### src/design/tbu_pkg.sv
// tbu_pkg: types and constants shared by the thumb branch unit
// no dependencies; used by every module of the block, not by the interfaces
`timescale 1ns / 1ps

package tbu_pkg;

    typedef enum logic [2:0] {
        OP_BX        = 3'd0,
        OP_B_COND    = 3'd1,
        OP_B         = 3'd2,
        OP_BL_PREFIX = 3'd3,
        OP_BL_SUFFIX = 3'd4,
        OP_SWI       = 3'd5,
        OP_UNDEF     = 3'd6
    } t_op;

    typedef enum logic [1:0] {
        EXC_NONE = 2'd0,
        EXC_SWI  = 2'd1,
        EXC_UND  = 2'd2
    } t_exc;

    typedef enum logic [3:0] {
        COND_EQ = 4'd0,
        COND_NE = 4'd1,
        COND_CS = 4'd2,
        COND_CC = 4'd3,
        COND_MI = 4'd4,
        COND_PL = 4'd5,
        COND_VS = 4'd6,
        COND_VC = 4'd7,
        COND_HI = 4'd8,
        COND_LS = 4'd9,
        COND_GE = 4'd10,
        COND_LT = 4'd11,
        COND_GT = 4'd12,
        COND_LE = 4'd13,
        COND_AL = 4'd14,
        COND_NV = 4'd15
    } t_cond;

    localparam logic [1:0] CYC_BL_PREFIX = 2'd1;
    localparam logic [1:0] CYC_FULL      = 2'd3;

    typedef struct packed {
        logic [2:0]         op;
        logic [31:0]        cur_pc;
        logic [31:0]        reg_value;
        logic signed [22:0] offset;
        logic [3:0]         cond_code;
        logic [3:0]         flags_nzcv;
        logic [31:0]        cur_lr;
    } t_in_item;

    typedef struct packed {
        logic [31:0] next_pc;
        logic        pc_write;
        logic [31:0] next_lr;
        logic        lr_write;
        logic        thumb_bit;
        logic        thumb_write;
        t_exc        exception_kind;
        logic [31:0] return_address;
        logic [1:0]  cycle_count;
    } t_result;

endpackage

### src/design/tbu_if.sv
// tbu_in_if and tbu_out_if: valid/ready channels of the thumb branch unit
// depends on tbu_pkg for nothing but sits after it in compile order
`timescale 1ns / 1ps

interface tbu_in_if;
    logic               valid;
    logic               ready;
    logic [2:0]         op;
    logic [31:0]        cur_pc;
    logic [31:0]        reg_value;
    logic signed [22:0] offset;
    logic [3:0]         cond_code;
    logic [3:0]         flags_nzcv;
    logic [31:0]        cur_lr;

    modport source (output valid, op, cur_pc, reg_value, offset, cond_code,
                    flags_nzcv, cur_lr, input ready);
    modport sink   (input valid, op, cur_pc, reg_value, offset, cond_code,
                    flags_nzcv, cur_lr, output ready);
endinterface

interface tbu_out_if;
    logic        valid;
    logic        ready;
    logic [31:0] next_pc;
    logic        pc_write;
    logic [31:0] next_lr;
    logic        lr_write;
    logic        thumb_bit;
    logic        thumb_write;
    logic [1:0]  exception_kind;
    logic [31:0] return_address;
    logic [1:0]  cycle_count;

    modport source (output valid, next_pc, pc_write, next_lr, lr_write, thumb_bit,
                    thumb_write, exception_kind, return_address, cycle_count,
                    input ready);
    modport sink   (input valid, next_pc, pc_write, next_lr, lr_write, thumb_bit,
                    thumb_write, exception_kind, return_address, cycle_count,
                    output ready);
endinterface

### src/design/tbu_cond.sv
// tbu_cond: arm condition code check against the nzcv flags
// depends on tbu_pkg (t_cond)
`timescale 1ns / 1ps

module tbu_cond (
    input  logic [3:0] i_cond_code,
    input  logic [3:0] i_flags_nzcv,
    output logic       o_holds
);

    logic n, z, c, v;

    assign n = i_flags_nzcv[3];
    assign z = i_flags_nzcv[2];
    assign c = i_flags_nzcv[1];
    assign v = i_flags_nzcv[0];

    always_comb begin
        unique case (tbu_pkg::t_cond'(i_cond_code))
            tbu_pkg::COND_EQ: o_holds = z;
            tbu_pkg::COND_NE: o_holds = !z;
            tbu_pkg::COND_CS: o_holds = c;
            tbu_pkg::COND_CC: o_holds = !c;
            tbu_pkg::COND_MI: o_holds = n;
            tbu_pkg::COND_PL: o_holds = !n;
            tbu_pkg::COND_VS: o_holds = v;
            tbu_pkg::COND_VC: o_holds = !v;
            tbu_pkg::COND_HI: o_holds = c && !z;
            tbu_pkg::COND_LS: o_holds = !c || z;
            tbu_pkg::COND_GE: o_holds = (n == v);
            tbu_pkg::COND_LT: o_holds = (n != v);
            tbu_pkg::COND_GT: o_holds = !z && (n == v);
            tbu_pkg::COND_LE: o_holds = z || (n != v);
            tbu_pkg::COND_AL: o_holds = 1'b1;
            tbu_pkg::COND_NV: o_holds = 1'b0;
            default:          o_holds = 1'b0;
        endcase
    end

endmodule

### src/design/tbu_exec.sv
// tbu_exec: combinational execute of one decoded thumb control-flow op
// depends on tbu_pkg (t_in_item, t_result, codes) and tbu_cond
`timescale 1ns / 1ps

module tbu_exec (
    input  tbu_pkg::t_in_item i_item,
    input  logic              i_single_step,
    output tbu_pkg::t_result  o_result
);

    logic        cond_ok;
    logic [31:0] off32;
    logic [31:0] br_target;
    logic [31:0] bl_target;
    logic [31:0] ret_addr;

    tbu_cond u_cond (
        .i_cond_code  (i_item.cond_code),
        .i_flags_nzcv (i_item.flags_nzcv),
        .o_holds      (cond_ok)
    );

    assign off32     = {{9{i_item.offset[22]}}, i_item.offset};
    assign br_target = i_item.cur_pc + 32'd2 + off32;
    assign bl_target = i_item.cur_lr + off32;
    assign ret_addr  = i_item.cur_pc - 32'd2;

    always_comb begin
        o_result                = '0;
        o_result.exception_kind = tbu_pkg::EXC_NONE;
        o_result.cycle_count    = tbu_pkg::CYC_FULL;
        unique case (tbu_pkg::t_op'(i_item.op))
            tbu_pkg::OP_BX: begin
                o_result.thumb_write = 1'b1;
                o_result.pc_write    = 1'b1;
                if (i_item.reg_value[0]) begin
                    o_result.thumb_bit = 1'b1;
                    o_result.next_pc   = {i_item.reg_value[31:1], 1'b0}
                                         + (i_single_step ? 32'd2 : 32'd0);
                end else if (i_single_step) begin
                    o_result.next_pc = (i_item.reg_value + 32'd6) & ~32'd1;
                end else begin
                    o_result.next_pc = {i_item.reg_value[31:2], 2'b00};
                end
            end
            tbu_pkg::OP_B_COND: begin
                if (cond_ok) begin
                    o_result.pc_write = 1'b1;
                    o_result.next_pc  = br_target;
                end
            end
            tbu_pkg::OP_B: begin
                o_result.pc_write = 1'b1;
                o_result.next_pc  = br_target;
            end
            tbu_pkg::OP_BL_PREFIX: begin
                o_result.lr_write    = 1'b1;
                o_result.next_lr     = i_item.cur_pc + off32
                                       + (i_single_step ? 32'd0 : 32'd2);
                o_result.cycle_count = tbu_pkg::CYC_BL_PREFIX;
            end
            tbu_pkg::OP_BL_SUFFIX: begin
                o_result.lr_write = 1'b1;
                o_result.pc_write = 1'b1;
                if (i_single_step) begin
                    o_result.next_lr = ret_addr | 32'd1;
                    o_result.next_pc = (bl_target + 32'd2) & ~32'd1;
                end else begin
                    o_result.next_lr = i_item.cur_pc | 32'd1;
                    o_result.next_pc = {bl_target[31:1], 1'b0};
                end
            end
            tbu_pkg::OP_SWI: begin
                o_result.exception_kind = tbu_pkg::EXC_SWI;
                o_result.return_address = ret_addr;
            end
            default: begin
                // undefined op and the unused encoding
                o_result.exception_kind = tbu_pkg::EXC_UND;
                o_result.return_address = ret_addr;
            end
        endcase
    end

endmodule

### src/design/thumb_branch_unit.sv
// thumb_branch_unit: input register, execute logic, result register
// an accepted input beat is registered in the input stage, its result in the result register
// throughput: one beat per cycle while results are taken; a full result register stalls the input register
// reset: synchronous active-low i_rst_n empties both stages and clears single-step mode
// depends on tbu_pkg, tbu_in_if, tbu_out_if, tbu_exec
`timescale 1ns / 1ps

module thumb_branch_unit (
    input  logic       i_clk,
    input  logic       i_rst_n,
    input  logic       i_cfg_wr_en,
    input  logic       i_cfg_wr_data,
    tbu_in_if.sink     i_item,
    tbu_out_if.source  o_result
);

    logic              r_single_step;
    logic              r_s1_valid;
    tbu_pkg::t_in_item r_s1;
    logic              r_out_valid;
    tbu_pkg::t_result  r_out;

    tbu_pkg::t_in_item in_item;
    tbu_pkg::t_result  exec_result;
    logic              out_free;
    logic              s1_free;

    assign out_free     = !r_out_valid || o_result.ready;
    assign s1_free      = !r_s1_valid || out_free;
    assign i_item.ready = s1_free;

    assign in_item.op         = i_item.op;
    assign in_item.cur_pc     = i_item.cur_pc;
    assign in_item.reg_value  = i_item.reg_value;
    assign in_item.offset     = i_item.offset;
    assign in_item.cond_code  = i_item.cond_code;
    assign in_item.flags_nzcv = i_item.flags_nzcv;
    assign in_item.cur_lr     = i_item.cur_lr;

    tbu_exec u_exec (
        .i_item        (r_s1),
        .i_single_step (r_single_step),
        .o_result      (exec_result)
    );

    always_ff @(posedge i_clk) begin
        if (!i_rst_n) begin
            r_single_step <= 1'b0;
        end else if (i_cfg_wr_en) begin
            r_single_step <= i_cfg_wr_data;
        end
    end

    always_ff @(posedge i_clk) begin
        if (!i_rst_n) begin
            r_s1_valid  <= 1'b0;
            r_out_valid <= 1'b0;
        end else begin
            if (s1_free) begin
                r_s1_valid <= i_item.valid;
            end
            if (out_free) begin
                r_out_valid <= r_s1_valid;
            end
        end
    end

    always_ff @(posedge i_clk) begin
        if (s1_free && i_item.valid) begin
            r_s1 <= in_item;
        end
        if (out_free && r_s1_valid) begin
            r_out <= exec_result;
        end
    end

    assign o_result.valid          = r_out_valid;
    assign o_result.next_pc        = r_out.next_pc;
    assign o_result.pc_write       = r_out.pc_write;
    assign o_result.next_lr        = r_out.next_lr;
    assign o_result.lr_write       = r_out.lr_write;
    assign o_result.thumb_bit      = r_out.thumb_bit;
    assign o_result.thumb_write    = r_out.thumb_write;
    assign o_result.exception_kind = r_out.exception_kind;
    assign o_result.return_address = r_out.return_address;
    assign o_result.cycle_count    = r_out.cycle_count;

    // a beat held in the input stage survives a stall unchanged
    a_s1_hold: assert property (@(posedge i_clk) disable iff (!i_rst_n)
        (r_s1_valid && !out_free) |=> (r_s1_valid && $stable(r_s1)))
        else $error("input stage lost or changed a stalled beat");

    // a new result beat only comes from a filled input stage
    a_out_source: assert property (@(posedge i_clk) disable iff (!i_rst_n)
        (r_out_valid && $past(out_free)) |-> $past(r_s1_valid))
        else $error("result beat appeared without an input beat");

    // a pc write never comes with an exception request
    a_pc_exc: assert property (@(posedge i_clk) disable iff (!i_rst_n)
        r_out_valid |-> !(r_out.pc_write && (r_out.exception_kind != tbu_pkg::EXC_NONE)))
        else $error("pc write together with an exception");

    // the short cycle count belongs to the bl prefix alone
    a_cyc: assert property (@(posedge i_clk) disable iff (!i_rst_n)
        r_out_valid |-> ((r_out.cycle_count == tbu_pkg::CYC_BL_PREFIX)
                         == (r_out.lr_write && !r_out.pc_write)))
        else $error("cycle count does not match the operation");

endmodule

### src/flat_wrapper.sv
// flat-port wrapper written by rule: the top's interface ports become plain ports
module thumb_branch_unit_flat 
  (i_clk, i_rst_n, i_cfg_wr_en, i_cfg_wr_data, i_item_valid, i_item_op, i_item_cur_pc, i_item_reg_value, i_item_offset, i_item_cond_code, i_item_flags_nzcv, i_item_cur_lr, i_item_ready, o_result_valid, o_result_next_pc, o_result_pc_write, o_result_next_lr, o_result_lr_write, o_result_thumb_bit, o_result_thumb_write, o_result_exception_kind, o_result_return_address, o_result_cycle_count, o_result_ready);
  tbu_in_if i_item_i ();
  tbu_out_if o_result_i ();
  input  logic i_clk;
  input  logic i_rst_n;
  input  logic i_cfg_wr_en;
  input  logic i_cfg_wr_data;
  input wire logic [$bits(i_item_i.valid)-1:0] i_item_valid;
  input wire logic [$bits(i_item_i.op)-1:0] i_item_op;
  input wire logic [$bits(i_item_i.cur_pc)-1:0] i_item_cur_pc;
  input wire logic [$bits(i_item_i.reg_value)-1:0] i_item_reg_value;
  input wire logic [$bits(i_item_i.offset)-1:0] i_item_offset;
  input wire logic [$bits(i_item_i.cond_code)-1:0] i_item_cond_code;
  input wire logic [$bits(i_item_i.flags_nzcv)-1:0] i_item_flags_nzcv;
  input wire logic [$bits(i_item_i.cur_lr)-1:0] i_item_cur_lr;
  output wire logic [$bits(i_item_i.ready)-1:0] i_item_ready;
  output wire logic [$bits(o_result_i.valid)-1:0] o_result_valid;
  output wire logic [$bits(o_result_i.next_pc)-1:0] o_result_next_pc;
  output wire logic [$bits(o_result_i.pc_write)-1:0] o_result_pc_write;
  output wire logic [$bits(o_result_i.next_lr)-1:0] o_result_next_lr;
  output wire logic [$bits(o_result_i.lr_write)-1:0] o_result_lr_write;
  output wire logic [$bits(o_result_i.thumb_bit)-1:0] o_result_thumb_bit;
  output wire logic [$bits(o_result_i.thumb_write)-1:0] o_result_thumb_write;
  output wire logic [$bits(o_result_i.exception_kind)-1:0] o_result_exception_kind;
  output wire logic [$bits(o_result_i.return_address)-1:0] o_result_return_address;
  output wire logic [$bits(o_result_i.cycle_count)-1:0] o_result_cycle_count;
  input wire logic [$bits(o_result_i.ready)-1:0] o_result_ready;
  assign i_item_i.valid = i_item_valid;
  assign i_item_i.op = i_item_op;
  assign i_item_i.cur_pc = i_item_cur_pc;
  assign i_item_i.reg_value = i_item_reg_value;
  assign i_item_i.offset = i_item_offset;
  assign i_item_i.cond_code = i_item_cond_code;
  assign i_item_i.flags_nzcv = i_item_flags_nzcv;
  assign i_item_i.cur_lr = i_item_cur_lr;
  assign i_item_ready = i_item_i.ready;
  assign o_result_valid = o_result_i.valid;
  assign o_result_next_pc = o_result_i.next_pc;
  assign o_result_pc_write = o_result_i.pc_write;
  assign o_result_next_lr = o_result_i.next_lr;
  assign o_result_lr_write = o_result_i.lr_write;
  assign o_result_thumb_bit = o_result_i.thumb_bit;
  assign o_result_thumb_write = o_result_i.thumb_write;
  assign o_result_exception_kind = o_result_i.exception_kind;
  assign o_result_return_address = o_result_i.return_address;
  assign o_result_cycle_count = o_result_i.cycle_count;
  assign o_result_i.ready = o_result_ready;
  thumb_branch_unit u_core (.i_clk(i_clk), .i_rst_n(i_rst_n), .i_cfg_wr_en(i_cfg_wr_en), .i_cfg_wr_data(i_cfg_wr_data), .i_item(i_item_i), .o_result(o_result_i));
endmodule
### config.mk
export PLATFORM = sky130hd
export DESIGN_NAME = thumb_branch_unit_flat
export DESIGN_NICKNAME = d
export VERILOG_FILES = /design/src/design/tbu_pkg.sv /design/src/design/tbu_if.sv /design/src/design/tbu_cond.sv /design/src/design/tbu_exec.sv /design/src/design/thumb_branch_unit.sv /design/src/flat_wrapper.sv
export SDC_FILE = /design/constraint.sdc
export NUM_CORES = 1
export LEC_CHECK = 0
export BUFFER_PORTS_ARGS = -buffer_cell sky130_fd_sc_hd__buf_4
export CORE_MARGIN = 2
export CORE_UTILIZATION = 25
export DETAILED_ROUTE_END_ITERATION = 6
export SLEW_MARGIN = 40
export SYNTH_ARGS = -nofsm -noshare
export SYNTH_HDL_FRONTEND = slang
export SYNTH_SLANG_ARGS = --single-unit
### constraint.sdc
create_clock -name i_clk -period 6.6 [get_ports i_clk]
set_clock_uncertainty 0.15 [all_clocks]
set_input_delay 0.33 -clock i_clk [delete_from_list [all_inputs] [get_ports i_clk]]
set_output_delay 0.33 -clock i_clk [all_outputs]
set_load 0.1 [all_outputs]
==> results <==
- The register cell area after layout is about 0.0071 mm².
- The number of antenna violations at the first check in global routing is 1.
- The tool flagged a number of max-cap violations equal to 0.
- STA classifies the critical path startpoint as a register.
- The highest fanout seen on the critical path is 13.
- STA puts the critical path data arrival time at approximately 4500 ps.
- After detailed routing, the average wire length per cell comes to a little over 20 µm.
- The number of distinct library cells after synthesis is a little over 80.
- The floorplan step defined a die boundary enclosing around 0.063 mm².
- The internal power of the cells totals approximately 3.1 mW.
- The number of optimization iterations in the first detailed-route pass is 5.
- The path type of the worst setup path is register to register.
- The floorplan die width is approximately 250 µm.
- The clock edge transition at the registers on the reported setup and hold paths is around 70 ps.
- The wire length after detailed routing is 53250 µm.
- The via density per instance is between 4 and 5.
- The critical path starts at u_core.r_s1[48].
- The endpoint of the lowest-slack register-to-register path is u_core.o_result.next_pc[19].
- The count of input and output buffers is 240.
- The switching part of the total is between 30% and 40%.
- For this block, the initial DRC count from the detailed router was ~860.
- The worst setup slack for register-to-register paths is roughly 2200 ps.
- The finished layout holds about 2600 standard cells, fillers aside.
- Derived from the worst setup path, the maximum achievable clock frequency is between 200 and 250 MHz.
- In this run the worst hold path is classified as primary input to register.
- The layout has 6094 filler cells.
- IR analysis of the VDD net gives a maximum drop of between 0.15 and 0.2 mV.
- The maximum number of pins on one net before global-route repair is between 80 and 90.
- The share of synthesized registers carrying an async set or reset is 0%.
- The worst hold path was traced through 4 stages.
- Summed over all layers, the global routing overflow is 0.
- The worst setup path is captured at a register.
- The time the worst path needs with I/O delays and setup is ~4400 ps.
- The number of global-route vias before repair is about 13000.
- The detailed-route DRC error count is 0.
- The path with the worst hold slack has its endpoint at u_core.r_s1_valid.
- Dividing total power by cell area gives a power density of 236.5 mW/mm².
- The synthesized flop and latch total is 236.
- The core area is ~0.06 mm².
- The root cell of the clock tree is sky130_fd_sc_hd__clkbuf_16.
- Once the clock tree was built, the resizer swapped 0 gates to a different size.
- Setup total negative slack on the finished layout was measured at 0 ps.
- Leaving out fill and tap cells, the most frequent cell in the layout is sky130_fd_sc_hd__buf_4.
- The share of total power in combinational logic is a little under a third.
- Among all flip-flop cells after synthesis, the most frequent one is sky130_fd_sc_hd__edfxtp_1.
- Sequential cells were found to cover between 40 and 50% of the synthesized design area.
- TritonCTS built the clock tree.
- A synthesized cell averages around 10 µm².
- The cell area after synthesis is approximately 0.015 mm².
- Of the cells placed in the final design, the portion with a size suffix greater than 1 is approximately 18%.
- Buffers inserted during clock tree synthesis total 25.
- The share of the core filled with cells is approximately a third.
- The worst-case clock buffer depth is 3.
- The startpoint identified for the worst hold timing path is o_result_ready.
- The final layout contains approximately 2100 nets.
- The number of flops mapped to enable cells by yosys is approximately 230.
- The number of levels the H-tree was split into is 1.
- For this design the top-level I/O count stands at around 240.
- The clock group share of total power is 31.0%.
- The final cycle utilization of the critical path is approximately 66%.
- For the worst flop-to-flop path, the logic depth is 11.
- The initialized floorplan defines 90 standard-cell rows.
- The count of nets left with antenna violations once routing finished came out at 0.
- In this run the static leakage power is between 7 and 8 nW.
- Synthesis produced between 1000 and 1500 cells.
- The signed area change from the synthesized netlist to the final layout is 32.04%.
- In this run the vertical extent of the chip is ~250 µm.
- Summed over all nets, the switching power comes to 1.660 mW.
- The footprint of the multi-input gates is about 0.0078 mm².
- Clock tree synthesis found a total of around 240 sinks.
- After legalization and detailed placement, the total HPWL measured roughly 42000 µm.
- The sequential group share of total power is around 39%.
- The number of max-slew violations in the final report was 0.
- The top cell types in the final layout, fill and taps aside, are sky130_fd_sc_hd__buf_4, sky130_fd_sc_hd__edfxtp_1, sky130_fd_sc_hd__dlygate4sd3_1.
- The number of hold-slack violations in the final timing report is 0.
- The worst register-to-register path begins at u_core.r_s1[48].
- The first global-routing pass estimated a little under 80000 µm of wire.
- Setup repair after global routing left no endpoint under its margin.
- The flow ran to the end, and the final reports show no timing, DRC or antenna violations.
- The required time at the endpoint of the critical path is between 6000 and 7000 ps.
- The slew at the pin with the worst max-slew slack is 867.0 ps.
- The total setup violations reported at the end of the flow is 0.
- Yosys printed 0 warnings.
- Synthesis produced a netlist with a net count of between 1500 and 2000.
- The number of placed instances, taps included, is 2434.
- The effective utilization at floorplan is 25.29%.
- The congestion estimate from routability-driven global placement came to 0.8839.
- The worst pin sits at a relative slew slack of 41.66%.
- The source-to-sink clock delay at the later pin of the worst-skew pair is between 500 and 600 ps.
- The count of vias placed by the detailed router is between 10000 and 15000.
- The combined global-route utilization of all metal layers is 16.43%.
power groups by stage:
stage          sequential, mW  clock, mW  combinational (mW)
3_5_place_dp             1.87          0                1.37
3_3_place_gp             1.87          0                1.37
5_1_grt                  1.85       1.56                1.55
6_report                 1.84       1.48                1.45
2_1_floorplan            2.12          0               0.691
4_1_cts                  1.84       1.52                1.44
critical path, stage by stage, from the launching register on:
cell	delay [ps]
sky130_fd_sc_hd__edfxtp_1	500
sky130_fd_sc_hd__ha_1	570
sky130_fd_sc_hd__a21oi_1	180
sky130_fd_sc_hd__o21ai_0	560
sky130_fd_sc_hd__mux2_2	420
sky130_fd_sc_hd__nor3_1	340
sky130_fd_sc_hd__and4b_4	340
sky130_fd_sc_hd__nand3_1	130
sky130_fd_sc_hd__clkinv_2	170
sky130_fd_sc_hd__nand2_1	80
sky130_fd_sc_hd__xor2_1	150
sky130_fd_sc_hd__o21ai_0	480
metal layers:
layer	wire length [µm]	track usage, %	up-vias
li1	-	-	6165
met1	24910	22.77	6181
met2	24580	27.07	348
met3	2481	2.288	61
met4	1277	3.912	0
met5	0	0	-
worst max path at each step:
| stage | endpoint | slack [ps] |
|---|---|---|
| 4_1_cts | u_core.o_result.next_pc[31] | 2300 |
| 6_report | u_core.o_result.next_pc[19] | 2240 |
| 3_3_place_gp | u_core.o_result.next_pc[15] | 2340 |
| 3_5_place_dp | u_core.o_result.next_pc[31] | 2300 |
| 5_1_grt | u_core.o_result.next_pc[31] | 1970 |
| 2_1_floorplan | u_core.o_result.cycle_count[1] | 350 |
cell usage after synthesis, drive strengths merged (8+ instances only):
cell type | number | area share [%]
nor2b | 13 | 0.53
nand2 | 115 | 2.8
xor2 | 72 | 4.1
and2 | 11 | 0.45
a22oi | 26 | 1.3
or3 | 15 | 0.65
nand3 | 32 | 1.1
nor3 | 34 | 1.1
o211ai | 8 | 0.39
o21a | 8 | 0.39
a21o | 37 | 1.8
ha | 99 | 8.1
buf | 12 | 0.43
edfxtp | 233 | 46
nand4 | 33 | 1.4
xnor2 | 120 | 6.9
o22ai | 32 | 1.3
a21oi | 107 | 3.5
o21bai | 15 | 0.74
o21ai | 99 | 3.3
a211oi | 11 | 0.62
inv | 39 | 0.96
nor2 | 108 | 2.7
and3 | 15 | 0.61
clkbuf | 51 | 1.3
nor4 | 12 | 0.59
timing repair:
item,in CTS,in global routing
buffers inserted,0,0
hold endpoints to repair,133,0
hold buffers,135,0
per-stage QoR:
stage	cell area [µm²]	hold slack (ps)	total power, mW	setup WS (ps)
after floorplan	15260	278.9	2.810	351.4
final	20150	41.42	4.766	2242
after detailed placement	17930	359.7	3.243	2303
after global placement	17870	350.7	3.241	2340
after global routing	20150	37.79	4.967	1974
after CTS	20120	15.12	4.802	2300
state kept, by name, indices dropped and copies added (netlist names):
| signal | count |
|---|---|
| u_core.r_s1 | 130 |
| u_core.o_result.next_lr | 32 |
| u_core.o_result.next_pc | 32 |
| u_core.o_result.return_address | 32 |
| u_core.o_result.exception_kind | 2 |
| u_core.o_result.cycle_count | 1 |
| u_core.o_result.lr_write | 1 |
| u_core.o_result.pc_write | 1 |
| u_core.o_result.thumb_bit | 1 |
| u_core.o_result.thumb_write | 1 |
| u_core.o_result.valid | 1 |
| u_core.r_s1_valid | 1 |
| u_core.r_single_step | 1 |
logic make-up after synthesis:
logic type	after synthesis	synth area share, %
AND/OR/NAND/NOR	431	14.59
multiplexers	8	0.6149
adder cells (fa/ha/maj)	103	8.641
other	1	0.02457
buffers and inverters	103	2.681
flip-flops	236	46.24
AO/OA/AOI/OAI	391	16.19
XOR/XNOR	192	11.02
final cells by class:
class	count	area share, %
Tap cell	782	4.855
Clock inverter	20	1.087
Multi-Input combinational cell	1126	38.86
Antenna cell	1	0.01242
Timing Repair Buffer	386	16.31
Inverter	40	0.7513
Clock buffer	25	3.104
Sequential cell	236	35.02
Note: power is estimated with default switching activity, not from simulation.
